===== config.mk =====
export PLATFORM = sky130hd
export DESIGN_NAME = sparse_block_gather_address_gen
export DESIGN_NICKNAME = d
export VERILOG_FILES = /design/src/rtl/sbga_pkg.sv /design/src/rtl/sbga_cfg.sv /design/src/rtl/sbga_ctrl.sv /design/src/rtl/sbga_dp.sv /design/src/rtl/sparse_block_gather_address_gen.sv
export SDC_FILE = /design/constraint.sdc
export NUM_CORES = 2
export LEC_CHECK = 0
export BUFFER_PORTS_ARGS = -buffer_cell sky130_fd_sc_hd__buf_2
export CAP_MARGIN = 20
export CORE_ASPECT_RATIO = 1.1
export CORE_MARGIN = 1.5
export CORE_UTILIZATION = 60
export DETAILED_ROUTE_END_ITERATION = 7
export PLACE_DENSITY = 0.84
export REMOVE_ABC_BUFFERS = 1
export SLEW_MARGIN = 30
export SYNTH_ARGS = -nofsm -noshare
export SYNTH_HDL_FRONTEND = slang
export SYNTH_HIERARCHICAL = 1
export SYNTH_SLANG_ARGS = --single-unit

===== constraint.sdc =====
create_clock -name i_clk -period 8.6 [get_ports i_clk]
set_clock_uncertainty 0.2 [all_clocks]
set_input_delay 0.43 -clock i_clk [delete_from_list [all_inputs] [get_ports i_clk]]
set_output_delay 0.43 -clock i_clk [all_outputs]
set_load 0.005 [all_outputs]

===== src/rtl/sbga_pkg.sv =====
`timescale 1ns / 1ps
package sbga_pkg;

    localparam int SLOT_W     = 16;
    localparam int BATCH_W    = 8;
    localparam int BLK_W      = 12;
    localparam int INTRA_W    = 3;
    localparam int DIM_W      = 13;
    localparam int CH_CFG_W   = 7;
    localparam int CHAN_W     = 6;
    localparam int SRC_W      = 38;
    localparam int DST_W      = 28;
    localparam int CFG_IDX_W  = 3;
    localparam int CFG_DATA_W = 13;
    localparam int PROD_W     = 25;
    localparam int POSN_W     = 27;
    localparam int ROWLIN_W   = 21;
    localparam int PIX_W      = 34;
    localparam int QPROD_W    = 49;

    localparam logic [CFG_IDX_W-1:0] CFG_IMAGE_HEIGHT   = 3'd0;
    localparam logic [CFG_IDX_W-1:0] CFG_IMAGE_WIDTH    = 3'd1;
    localparam logic [CFG_IDX_W-1:0] CFG_CHANNEL_COUNT  = 3'd2;
    localparam logic [CFG_IDX_W-1:0] CFG_STRIDE_ROWS    = 3'd3;
    localparam logic [CFG_IDX_W-1:0] CFG_STRIDE_COLS    = 3'd4;
    localparam logic [CFG_IDX_W-1:0] CFG_ORIGIN_ROW_OFS = 3'd5;
    localparam logic [CFG_IDX_W-1:0] CFG_ORIGIN_COL_OFS = 3'd6;
    localparam logic [CFG_IDX_W-1:0] CFG_CHANNELS_FIRST = 3'd7;

    typedef struct packed {
        logic [DIM_W-1:0]    image_height;
        logic [DIM_W-1:0]    image_width;
        logic [CH_CFG_W-1:0] channel_count;
        logic [DIM_W-1:0]    stride_rows;
        logic [DIM_W-1:0]    stride_cols;
        logic [DIM_W-1:0]    origin_row_offset;
        logic [DIM_W-1:0]    origin_col_offset;
        logic                channels_first;
    } t_cfg;

    typedef struct packed {
        logic capture;
        logic mul;
        logic sum;
        logic bnd;
        logic row;
        logic tile;
        logic load;
        logic advance;
    } t_dp_cmd;

    typedef struct packed {
        logic last;
    } t_dp_status;

    typedef enum logic [7:0] {
        S_IDLE = 8'b0000_0001,
        S_MUL  = 8'b0000_0010,
        S_SUM  = 8'b0000_0100,
        S_BND  = 8'b0000_1000,
        S_ROW  = 8'b0001_0000,
        S_TILE = 8'b0010_0000,
        S_LOAD = 8'b0100_0000,
        S_RUN  = 8'b1000_0000
    } t_state;

endpackage


===== src/rtl/sbga_cfg.sv =====
`timescale 1ns / 1ps
module sbga_cfg import sbga_pkg::*; (
    input  logic                  i_clk,
    input  logic                  i_rst_n,
    input  logic                  i_cfg_wr_en,
    input  logic [CFG_IDX_W-1:0]  i_cfg_index,
    input  logic [CFG_DATA_W-1:0] i_cfg_data,
    output t_cfg                  o_cfg
);

    t_cfg r_cfg;

    always_ff @(posedge i_clk) begin
        if (!i_rst_n) begin
            r_cfg.image_height      <= DIM_W'(1);
            r_cfg.image_width       <= DIM_W'(1);
            r_cfg.channel_count     <= CH_CFG_W'(1);
            r_cfg.stride_rows       <= DIM_W'(1);
            r_cfg.stride_cols       <= DIM_W'(1);
            r_cfg.origin_row_offset <= '0;
            r_cfg.origin_col_offset <= '0;
            r_cfg.channels_first    <= 1'b1;
        end else if (i_cfg_wr_en) begin
            unique case (i_cfg_index)
                CFG_IMAGE_HEIGHT:   r_cfg.image_height      <= i_cfg_data;
                CFG_IMAGE_WIDTH:    r_cfg.image_width       <= i_cfg_data;
                CFG_CHANNEL_COUNT:  r_cfg.channel_count     <= i_cfg_data[CH_CFG_W-1:0];
                CFG_STRIDE_ROWS:    r_cfg.stride_rows       <= i_cfg_data;
                CFG_STRIDE_COLS:    r_cfg.stride_cols       <= i_cfg_data;
                CFG_ORIGIN_ROW_OFS: r_cfg.origin_row_offset <= i_cfg_data;
                CFG_ORIGIN_COL_OFS: r_cfg.origin_col_offset <= i_cfg_data;
                CFG_CHANNELS_FIRST: r_cfg.channels_first    <= i_cfg_data[0];
            endcase
        end
    end

    assign o_cfg = r_cfg;

endmodule


===== src/rtl/sbga_ctrl.sv =====
`timescale 1ns / 1ps
module sbga_ctrl import sbga_pkg::*; (
    input  logic       i_clk,
    input  logic       i_rst_n,
    input  logic       i_valid,
    input  logic       i_stall,
    input  t_dp_status i_status,
    output t_dp_cmd    o_cmd,
    output logic       o_valid,
    output logic       o_stall
);

    t_state r_state;
    t_state n_state;

    always_comb begin
        n_state = r_state;
        unique case (r_state)
            S_IDLE:  if (i_valid) n_state = S_MUL;
            S_MUL:   n_state = S_SUM;
            S_SUM:   n_state = S_BND;
            S_BND:   n_state = S_ROW;
            S_ROW:   n_state = S_TILE;
            S_TILE:  n_state = S_LOAD;
            S_LOAD:  n_state = S_RUN;
            S_RUN:   if (!i_stall && i_status.last) n_state = S_IDLE;
            default: n_state = S_IDLE;
        endcase
    end

    always_ff @(posedge i_clk) begin
        if (!i_rst_n) begin
            r_state <= S_IDLE;
        end else begin
            r_state <= n_state;
        end
    end

    always_comb begin
        o_cmd.capture = (r_state == S_IDLE) && i_valid;
        o_cmd.mul     = (r_state == S_MUL);
        o_cmd.sum     = (r_state == S_SUM);
        o_cmd.bnd     = (r_state == S_BND);
        o_cmd.row     = (r_state == S_ROW);
        o_cmd.tile    = (r_state == S_TILE);
        o_cmd.load    = (r_state == S_LOAD);
        o_cmd.advance = (r_state == S_RUN) && !i_stall;
    end

    assign o_valid = (r_state == S_RUN);
    assign o_stall = (r_state != S_IDLE);

endmodule


===== src/rtl/sbga_dp.sv =====
`timescale 1ns / 1ps
module sbga_dp import sbga_pkg::*; #(
    parameter int BLOCK_H           = 8,
    parameter int BLOCK_W           = 8,
    parameter int MAX_CHANNELS      = 64,
    parameter int MAX_ACTIVE_BLOCKS = 65536
) (
    input  logic               i_clk,
    input  t_cfg               i_cfg,
    input  t_dp_cmd            i_cmd,
    input  logic [SLOT_W-1:0]  i_block_slot,
    input  logic [BATCH_W-1:0] i_batch_index,
    input  logic [BLK_W-1:0]   i_block_row,
    input  logic [BLK_W-1:0]   i_block_col,
    input  logic [INTRA_W-1:0] i_intra_row,
    input  logic [INTRA_W-1:0] i_intra_col,
    output t_dp_status         o_status,
    output logic [SRC_W-1:0]   o_source_address,
    output logic               o_in_bounds,
    output logic [DST_W-1:0]   o_dest_address,
    output logic [CHAN_W-1:0]  o_channel,
    output logic               o_last
);

    localparam int POS_W = $clog2(7 * BLOCK_W + 8);
    localparam logic [32:0]         RECIP   = 33'((64'd1 << 32) / MAX_ACTIVE_BLOCKS);
    localparam logic [SLOT_W:0]     DIV_N   = (SLOT_W + 1)'(MAX_ACTIVE_BLOCKS);
    localparam logic [31:0]         DIV_N32 = 32'(MAX_ACTIVE_BLOCKS);
    localparam logic [SLOT_W-1:0]   DIV_NS  = SLOT_W'(MAX_ACTIVE_BLOCKS);
    localparam logic [CH_CFG_W-1:0] MAX_C   = CH_CFG_W'(MAX_CHANNELS);
    localparam logic [DST_W-1:0]    RS_D    = DST_W'(BLOCK_H * BLOCK_W);
    localparam logic [POS_W-1:0]    BW_P    = POS_W'(BLOCK_W);

    // captured item
    logic [SLOT_W-1:0]   r_slot;
    logic [BATCH_W-1:0]  r_batch;
    logic [BLK_W-1:0]    r_brow;
    logic [BLK_W-1:0]    r_bcol;
    logic [INTRA_W-1:0]  r_irow;
    logic [INTRA_W-1:0]  r_icol;
    logic [CH_CFG_W-1:0] r_c;

    logic [PROD_W-1:0]   r_hprod;
    logic [PROD_W-1:0]   r_wprod;
    logic [ROWLIN_W-1:0] r_bh;
    logic [QPROD_W-1:0]  r_qprod;
    logic [POS_W-1:0]    r_pos;

    logic [POSN_W-1:0]   r_hh;
    logic [POSN_W-1:0]   r_ww;
    logic [SLOT_W-1:0]   r_qn;

    logic                r_inb;
    logic [ROWLIN_W-1:0] r_row_lin;
    logic [SLOT_W-1:0]   r_slot_mod;

    logic [PIX_W-1:0]    r_rw;
    logic [DST_W-1:0]    r_slot_rs;

    logic [PIX_W-1:0]    r_pix;
    logic [DST_W-1:0]    r_tile;

    logic [SRC_W-1:0]    r_source;
    logic                r_in_bounds;
    logic [DST_W-1:0]    r_dest;
    logic [CHAN_W-1:0]   r_channel;
    logic                r_last;

    logic [CH_CFG_W-1:0] c_eff;
    logic [SLOT_W-1:0]   rem;

    always_comb begin
        priority if (i_cfg.channel_count == '0) begin
            c_eff = CH_CFG_W'(1);
        end else if (i_cfg.channel_count > MAX_C) begin
            c_eff = MAX_C;
        end else begin
            c_eff = i_cfg.channel_count;
        end
    end

    assign rem = r_slot - r_qn;

    always_ff @(posedge i_clk) begin
        if (i_cmd.capture) begin
            r_slot  <= i_block_slot;
            r_batch <= i_batch_index;
            r_brow  <= i_block_row;
            r_bcol  <= i_block_col;
            r_irow  <= i_intra_row;
            r_icol  <= i_intra_col;
            r_c     <= c_eff;
        end
    end

    always_ff @(posedge i_clk) begin
        if (i_cmd.mul) begin
            r_hprod <= PROD_W'(r_brow) * PROD_W'(i_cfg.stride_rows);
            r_wprod <= PROD_W'(r_bcol) * PROD_W'(i_cfg.stride_cols);
            r_bh    <= ROWLIN_W'(r_batch) * ROWLIN_W'(i_cfg.image_height);
            r_qprod <= QPROD_W'(r_slot) * QPROD_W'(RECIP);
            r_pos   <= POS_W'(r_irow) * BW_P + POS_W'(r_icol);
        end
    end

    always_ff @(posedge i_clk) begin
        if (i_cmd.sum) begin
            r_hh <= {{(POSN_W - DIM_W){i_cfg.origin_row_offset[DIM_W-1]}},
                     i_cfg.origin_row_offset}
                    + POSN_W'(r_hprod) + POSN_W'(r_irow);
            r_ww <= {{(POSN_W - DIM_W){i_cfg.origin_col_offset[DIM_W-1]}},
                     i_cfg.origin_col_offset}
                    + POSN_W'(r_wprod) + POSN_W'(r_icol);
            r_qn <= SLOT_W'(r_qprod[32 +: SLOT_W] * DIV_N);
        end
    end

    always_ff @(posedge i_clk) begin
        if (i_cmd.bnd) begin
            r_inb <= !r_hh[POSN_W-1] && !r_ww[POSN_W-1]
                     && (r_hh[POSN_W-2:0] < (POSN_W - 1)'(i_cfg.image_height))
                     && (r_ww[POSN_W-2:0] < (POSN_W - 1)'(i_cfg.image_width));
            r_row_lin <= r_bh + ROWLIN_W'(r_hh[DIM_W-1:0]);
            if (32'(rem) >= DIV_N32) begin
                r_slot_mod <= rem - DIV_NS;
            end else begin
                r_slot_mod <= rem;
            end
        end
    end

    always_ff @(posedge i_clk) begin
        if (i_cmd.row) begin
            r_rw      <= PIX_W'(r_row_lin) * PIX_W'(i_cfg.image_width);
            r_slot_rs <= DST_W'(r_slot_mod) * RS_D;
        end
    end

    always_ff @(posedge i_clk) begin
        if (i_cmd.tile) begin
            r_pix  <= r_rw + PIX_W'(r_ww[DIM_W-1:0]);
            r_tile <= r_slot_rs * DST_W'(r_c);
        end
    end

    // first beat is loaded straight into the output register, then stepped
    always_ff @(posedge i_clk) begin
        if (i_cmd.load) begin
            r_source    <= r_inb ? SRC_W'(r_pix) * SRC_W'(r_c) : '0;
            r_in_bounds <= r_inb;
            r_dest      <= i_cfg.channels_first ? r_tile + DST_W'(r_pos)
                                                : r_tile + DST_W'(r_pos) * DST_W'(r_c);
            r_channel   <= '0;
            r_last      <= (r_c == CH_CFG_W'(1));
        end else if (i_cmd.advance) begin
            if (r_in_bounds) begin
                r_source <= r_source + SRC_W'(1);
            end
            r_dest    <= r_dest + (i_cfg.channels_first ? RS_D : DST_W'(1));
            r_channel <= r_channel + CHAN_W'(1);
            r_last    <= (CH_CFG_W'(r_channel) + CH_CFG_W'(2)) == r_c;
        end
    end

    assign o_status.last    = r_last;
    assign o_source_address = r_source;
    assign o_in_bounds      = r_in_bounds;
    assign o_dest_address   = r_dest;
    assign o_channel        = r_channel;
    assign o_last           = r_last;

endmodule


===== src/rtl/sparse_block_gather_address_gen.sv =====
// Sparse block gather address generator.
// Input channel (i_valid / o_stall): one beat names an active block slot, its batch,
// block row and column, and one pixel position inside the block.
// Output channel (o_valid / i_stall): one beat per channel of that pixel, carrying
// the NHWC source address, the in-bounds flag (0 means zero fill, address 0),
// the tile buffer destination address, the channel and a last flag.
// Configuration: write i_cfg_data to register i_cfg_index while i_cfg_wr_en is high,
// only while the block is idle.
// The address setup runs as a six-step multiply/add sequence (MUL, SUM, BND, ROW,
// TILE, LOAD) before the first output beat; the channel run then emits one beat per
// cycle from the output register while i_stall is low, C beats in all, C the clamped
// channel count (1..64). A new input is taken only after the last output beat.
// o_stall is high from the accepted input beat until its last output beat is taken.
// While i_stall is high the current output beat holds and the run pauses.
// Reset (synchronous, active low) returns the sequencer to idle, drops o_valid and
// restores all configuration registers to their reset values.
`timescale 1ns / 1ps
module sparse_block_gather_address_gen import sbga_pkg::*; #(
    parameter int BLOCK_H           = 8,
    parameter int BLOCK_W           = 8,
    parameter int MAX_CHANNELS      = 64,
    parameter int MAX_ACTIVE_BLOCKS = 65536
) (
    input  logic                  i_clk,
    input  logic                  i_rst_n,
    input  logic                  i_cfg_wr_en,
    input  logic [CFG_IDX_W-1:0]  i_cfg_index,
    input  logic [CFG_DATA_W-1:0] i_cfg_data,
    input  logic                  i_valid,
    output logic                  o_stall,
    input  logic [SLOT_W-1:0]     i_block_slot,
    input  logic [BATCH_W-1:0]    i_batch_index,
    input  logic [BLK_W-1:0]      i_block_row,
    input  logic [BLK_W-1:0]      i_block_col,
    input  logic [INTRA_W-1:0]    i_intra_row,
    input  logic [INTRA_W-1:0]    i_intra_col,
    output logic                  o_valid,
    input  logic                  i_stall,
    output logic [SRC_W-1:0]      o_source_address,
    output logic                  o_in_bounds,
    output logic [DST_W-1:0]      o_dest_address,
    output logic [CHAN_W-1:0]     o_channel,
    output logic                  o_last
);

    t_cfg       cfg;
    t_dp_cmd    cmd;
    t_dp_status status;

    sbga_cfg u_cfg (
        .i_clk       (i_clk),
        .i_rst_n     (i_rst_n),
        .i_cfg_wr_en (i_cfg_wr_en),
        .i_cfg_index (i_cfg_index),
        .i_cfg_data  (i_cfg_data),
        .o_cfg       (cfg)
    );

    sbga_ctrl u_ctrl (
        .i_clk    (i_clk),
        .i_rst_n  (i_rst_n),
        .i_valid  (i_valid),
        .i_stall  (i_stall),
        .i_status (status),
        .o_cmd    (cmd),
        .o_valid  (o_valid),
        .o_stall  (o_stall)
    );

    sbga_dp #(
        .BLOCK_H           (BLOCK_H),
        .BLOCK_W           (BLOCK_W),
        .MAX_CHANNELS      (MAX_CHANNELS),
        .MAX_ACTIVE_BLOCKS (MAX_ACTIVE_BLOCKS)
    ) u_dp (
        .i_clk            (i_clk),
        .i_cfg            (cfg),
        .i_cmd            (cmd),
        .i_block_slot     (i_block_slot),
        .i_batch_index    (i_batch_index),
        .i_block_row      (i_block_row),
        .i_block_col      (i_block_col),
        .i_intra_row      (i_intra_row),
        .i_intra_col      (i_intra_col),
        .o_status         (status),
        .o_source_address (o_source_address),
        .o_in_bounds      (o_in_bounds),
        .o_dest_address   (o_dest_address),
        .o_channel        (o_channel),
        .o_last           (o_last)
    );

endmodule


==> results.md <==
- Main synth FF type: edfxtp_1
- Total routing usage reported by global routing: 0.2708
- Worst-path clk slew: 60 ps
- Clock sinks: 504
- Number of global-route vias before repair: 43130
- Max VDD drop: 146.0 µV
- Worst Reg2Reg Path Length in Cells: 20
- Total stage count of the critical path: 20
- I/O pin total: 151
- Hold crit path type: input port to register
- Share of layout cells above drive strength 1: 0.05444
- Post-route ant nets: 0
- Worst-skew pair later-pin latency: 650 ps
- Pins Over Slew Limit: 0
- Dpl hpwl: 100300 µm
- Async set-or-reset flop fraction in the synthesized netlist: 0
- Delay-heaviest family, CP: adder cells
- Synth Area per Inst: 9.791 µm²
- WP data arrival: between 6000 and 7000 ps
- Die X: a little under 300 µm
- Grt total ovfl: 0
- CTS tree: done
- Setup TNS: 0 ps
- Placed Instance Area: 58770 µm²
- Area delta synth->final: 7.559%
- Mapped Cells: between 5000 and 6000
- Count of final setup violators: 0
- Number of synthesized flops with an enable pin: ~400
- Combinational family with the most area after synthesis: adder cells
- Buf/Inv on CP: 3
- Port Buffer Count: 150
- Gpl congestion: 0.9313
- Max-Cap Viols: 0
- Yosys reg bits: between 500 and 600
- Post-synthesis simple-gate area fraction: 0.1595
- Synthesis Warnings: 6
- LEAKAGE: 28.65 nW
- Post-synthesis cell area: 57020 µm²
- Die ar.: between 90000 and 100000 µm²
- Power density over the cells: 135.2 nW/µm²
- Run status: finished clean
- CP dominant cell by count: fa_1
- Routed vias: roughly 41000
- First-pass GRT wire length: 213900 µm
- Final Cycle Share: 0.7662
- DR pass1 iterations: 6
- Unrepaired setup endpoints after global routing: false
- Worst EP required: 8780 ps
- Clk buf depth: 3
- Synth Area in Adders: 0.3780
- Initial antenna violation count: 2
- Core Area: 94200 µm²
- Crit-path max cell delay: 940 ps
- XOR/XNOR Fraction of Synth Area: 0.04961
- Relative slew slack: 0.3364
- Compound-Gate Fraction of Synth Area: 0.06927
- Final Hold Vio Count: 0
- Crit path launch type: register
- Final Power: 0.008291 W
- H-tree level count: 2
- Hold Path Stages: 3
- FP Rows: 118
- Slowest CP cell: dfxtp_1
- Worst-margin pin slew: 990.2 ps
- Crit path capture type: register
- Largest net degree at the start of global routing: 87
- Setup repair bufs after CTS: 0
- Total length of routed wires: 129800 µm
- Fin crit period: roughly 6600 ps
- Non-Filler Instances: between 7000 and 8000
- Post-route DRC: 0
- F_max: 151.8 MHz
- DRT iter0 DRCs: 3020
- Multiplexer area fraction after synthesis: 0.01685
- Final Net Count: 7247
- Worst-path fanout max: 23
- Post-DR vias/cell: between 5 and 6
- Setup CP Type: register to register
- Sequential area share after synthesis: 0.2479
- Final Instance Area: roughly 60000 µm²
- Drt wl/cell: 17.99 µm
- Die height: 326.3 µm
- Total CTS buffers: 57
- Number of fill cells in the layout: 7181
- Placed cells: 7047
- Final design utilization: 0.6511
- Worst path cell trace: nand2_1 > fa_1 > fa_1 > inv_1 > fa_1 > fa_1 > inv_1 > fa_1 > inv_1 > ha_1 > a21oi_1 > o21ai_1 > or3_1 > a41oi_1 > o31ai_1 > o221a_1 > a211o_1 > nor2_1 > o21bai_1 > xor2_1
- Starting density of the core: 0.6053
- CTS root buffer: clkbuf_16
- Yosys cell types: 89
flip-flops by register name, indices dropped and copies added, names as in the netlist, 16 cells and up:
register               cells
u_dp/r_slot               16
u_dp/r_hh                 27
u_dp/r_pix                34
u_dp/o_source_address     38
u_dp/r_rw                 34
u_dp/r_ww                 27
u_dp/r_slot_rs            16
u_dp/r_wprod              25
u_dp/r_row_lin            21
u_dp/r_tile               22
u_dp/r_hprod              25
u_dp/r_bh                 21
u_dp/r_slot_mod           16
u_dp/o_dest_address       28
u_cfg/o_cfg               86
worst reg2reg max path, cell delays in order, from the launching register on:
cell	delay [ps]
dfxtp_1	940
nand2_1	200
fa_1	520
fa_1	520
inv_1	60
fa_1	490
fa_1	500
inv_1	50
fa_1	480
inv_1	50
ha_1	370
a21oi_1	150
o21ai_1	90
or3_1	330
a41oi_1	310
o31ai_1	190
o221a_1	280
a211o_1	300
nor2_1	100
o21bai_1	80
xor2_1	140
power by group:
part           internal (W)  switching, W
clock network       0.00148       0.00107
registers           0.00273      0.000106
logic               0.00126       0.00165
total               0.00547       0.00283
cells by family after synthesis:
group / after synthesis
AND/OR/NAND/NOR: 1837
flip-flops: 504
buffers and inverters: 1189
XOR/XNOR: 323
AO/OA/AOI/OAI: 607
multiplexers: 96
adder cells (fa/ha/maj): 1268
cell usage after synthesis, types with 96 or more instances:
| cell type | instances | share of area |
|---|---|---|
| ha_1 | 510 | 0.11 |
| o21ai_0 | 98 | 0.0086 |
| a21oi_1 | 172 | 0.015 |
| and2_1 | 540 | 0.059 |
| xor2_1 | 105 | 0.016 |
| inv_1 | 975 | 0.064 |
| fa_1 | 758 | 0.27 |
| xnor2_1 | 218 | 0.033 |
| edfxtp_1 | 404 | 0.21 |
| nor2_1 | 166 | 0.011 |
| mux2i_1 | 96 | 0.017 |
| dfxtp_1 | 100 | 0.035 |
| nand2_1 | 789 | 0.052 |
| clkbuf_1 | 193 | 0.013 |
cells in the final DEF, fill, tap and decap left out, types with 98 or more instances in the layout:
cell | netlist | routed
inv_1 | 975 | 972
xnor2_1 | 218 | 218
xor2_1 | 105 | 105
and2_1 | 540 | 540
dfxtp_1 | 100 | 100
ha_1 | 510 | 510
o21ai_0 | 98 | 98
a21oi_1 | 172 | 172
fa_1 | 758 | 758
buf_2 | 11 | 149
edfxtp_1 | 404 | 404
nor2_1 | 166 | 163
nand2_1 | 789 | 788
path summary, 6_finish.rpt:
path	startpoint	to	slack, ps
hold reg to reg	u_dp/r_slot[5]	u_dp/r_slot_mod[5]	220
hold / removal	i_rst_n	u_cfg/o_cfg[25]	110
setup / recovery	u_cfg/o_cfg[65]	u_dp/r_rw[31]	2010
setup reg to reg	u_cfg/o_cfg[65]	u_dp/r_rw[31]	2010
metrics by stage:
stage / worst slack, ps / hold slack [ps]
final: 2011 / 114.8
after CTS: 2078 / 81.39
after global routing: 1826 / 108.4
after detailed placement: 2075 / 204.5
after floorplan: 1539 / 200.3
after global placement: 2177 / 200.7
metal layers:
metal	global-route usage	routed length [µm]
met3	0.03784	7895
met2	0.4771	64200
met5	0	13
met4	0.1151	5395
met1	0.3337	52260
area by class of cell:
cell class                      count  area, µm²  area share
Inverter                          976       3667     0.05979
Timing Repair Buffer              234       1528     0.02491
Sequential cell                   504      14130      0.2304
Antenna cell                        2      5.005  0.00008160
Tap cell                         1260       1577     0.02570
Clock inverter                     37      430.4    0.007018
Multi-Input combinational cell   4131      38450      0.6269
Clock buffer                       70       1545     0.02519
timing repair:
action                                 4_1_cts  5_1_grt
gates resized for setup                      0        0
hold buffers                                56        0
endpoints found under the hold margin       61        0
No activity file was read; power rests on OpenSTA's default activity.
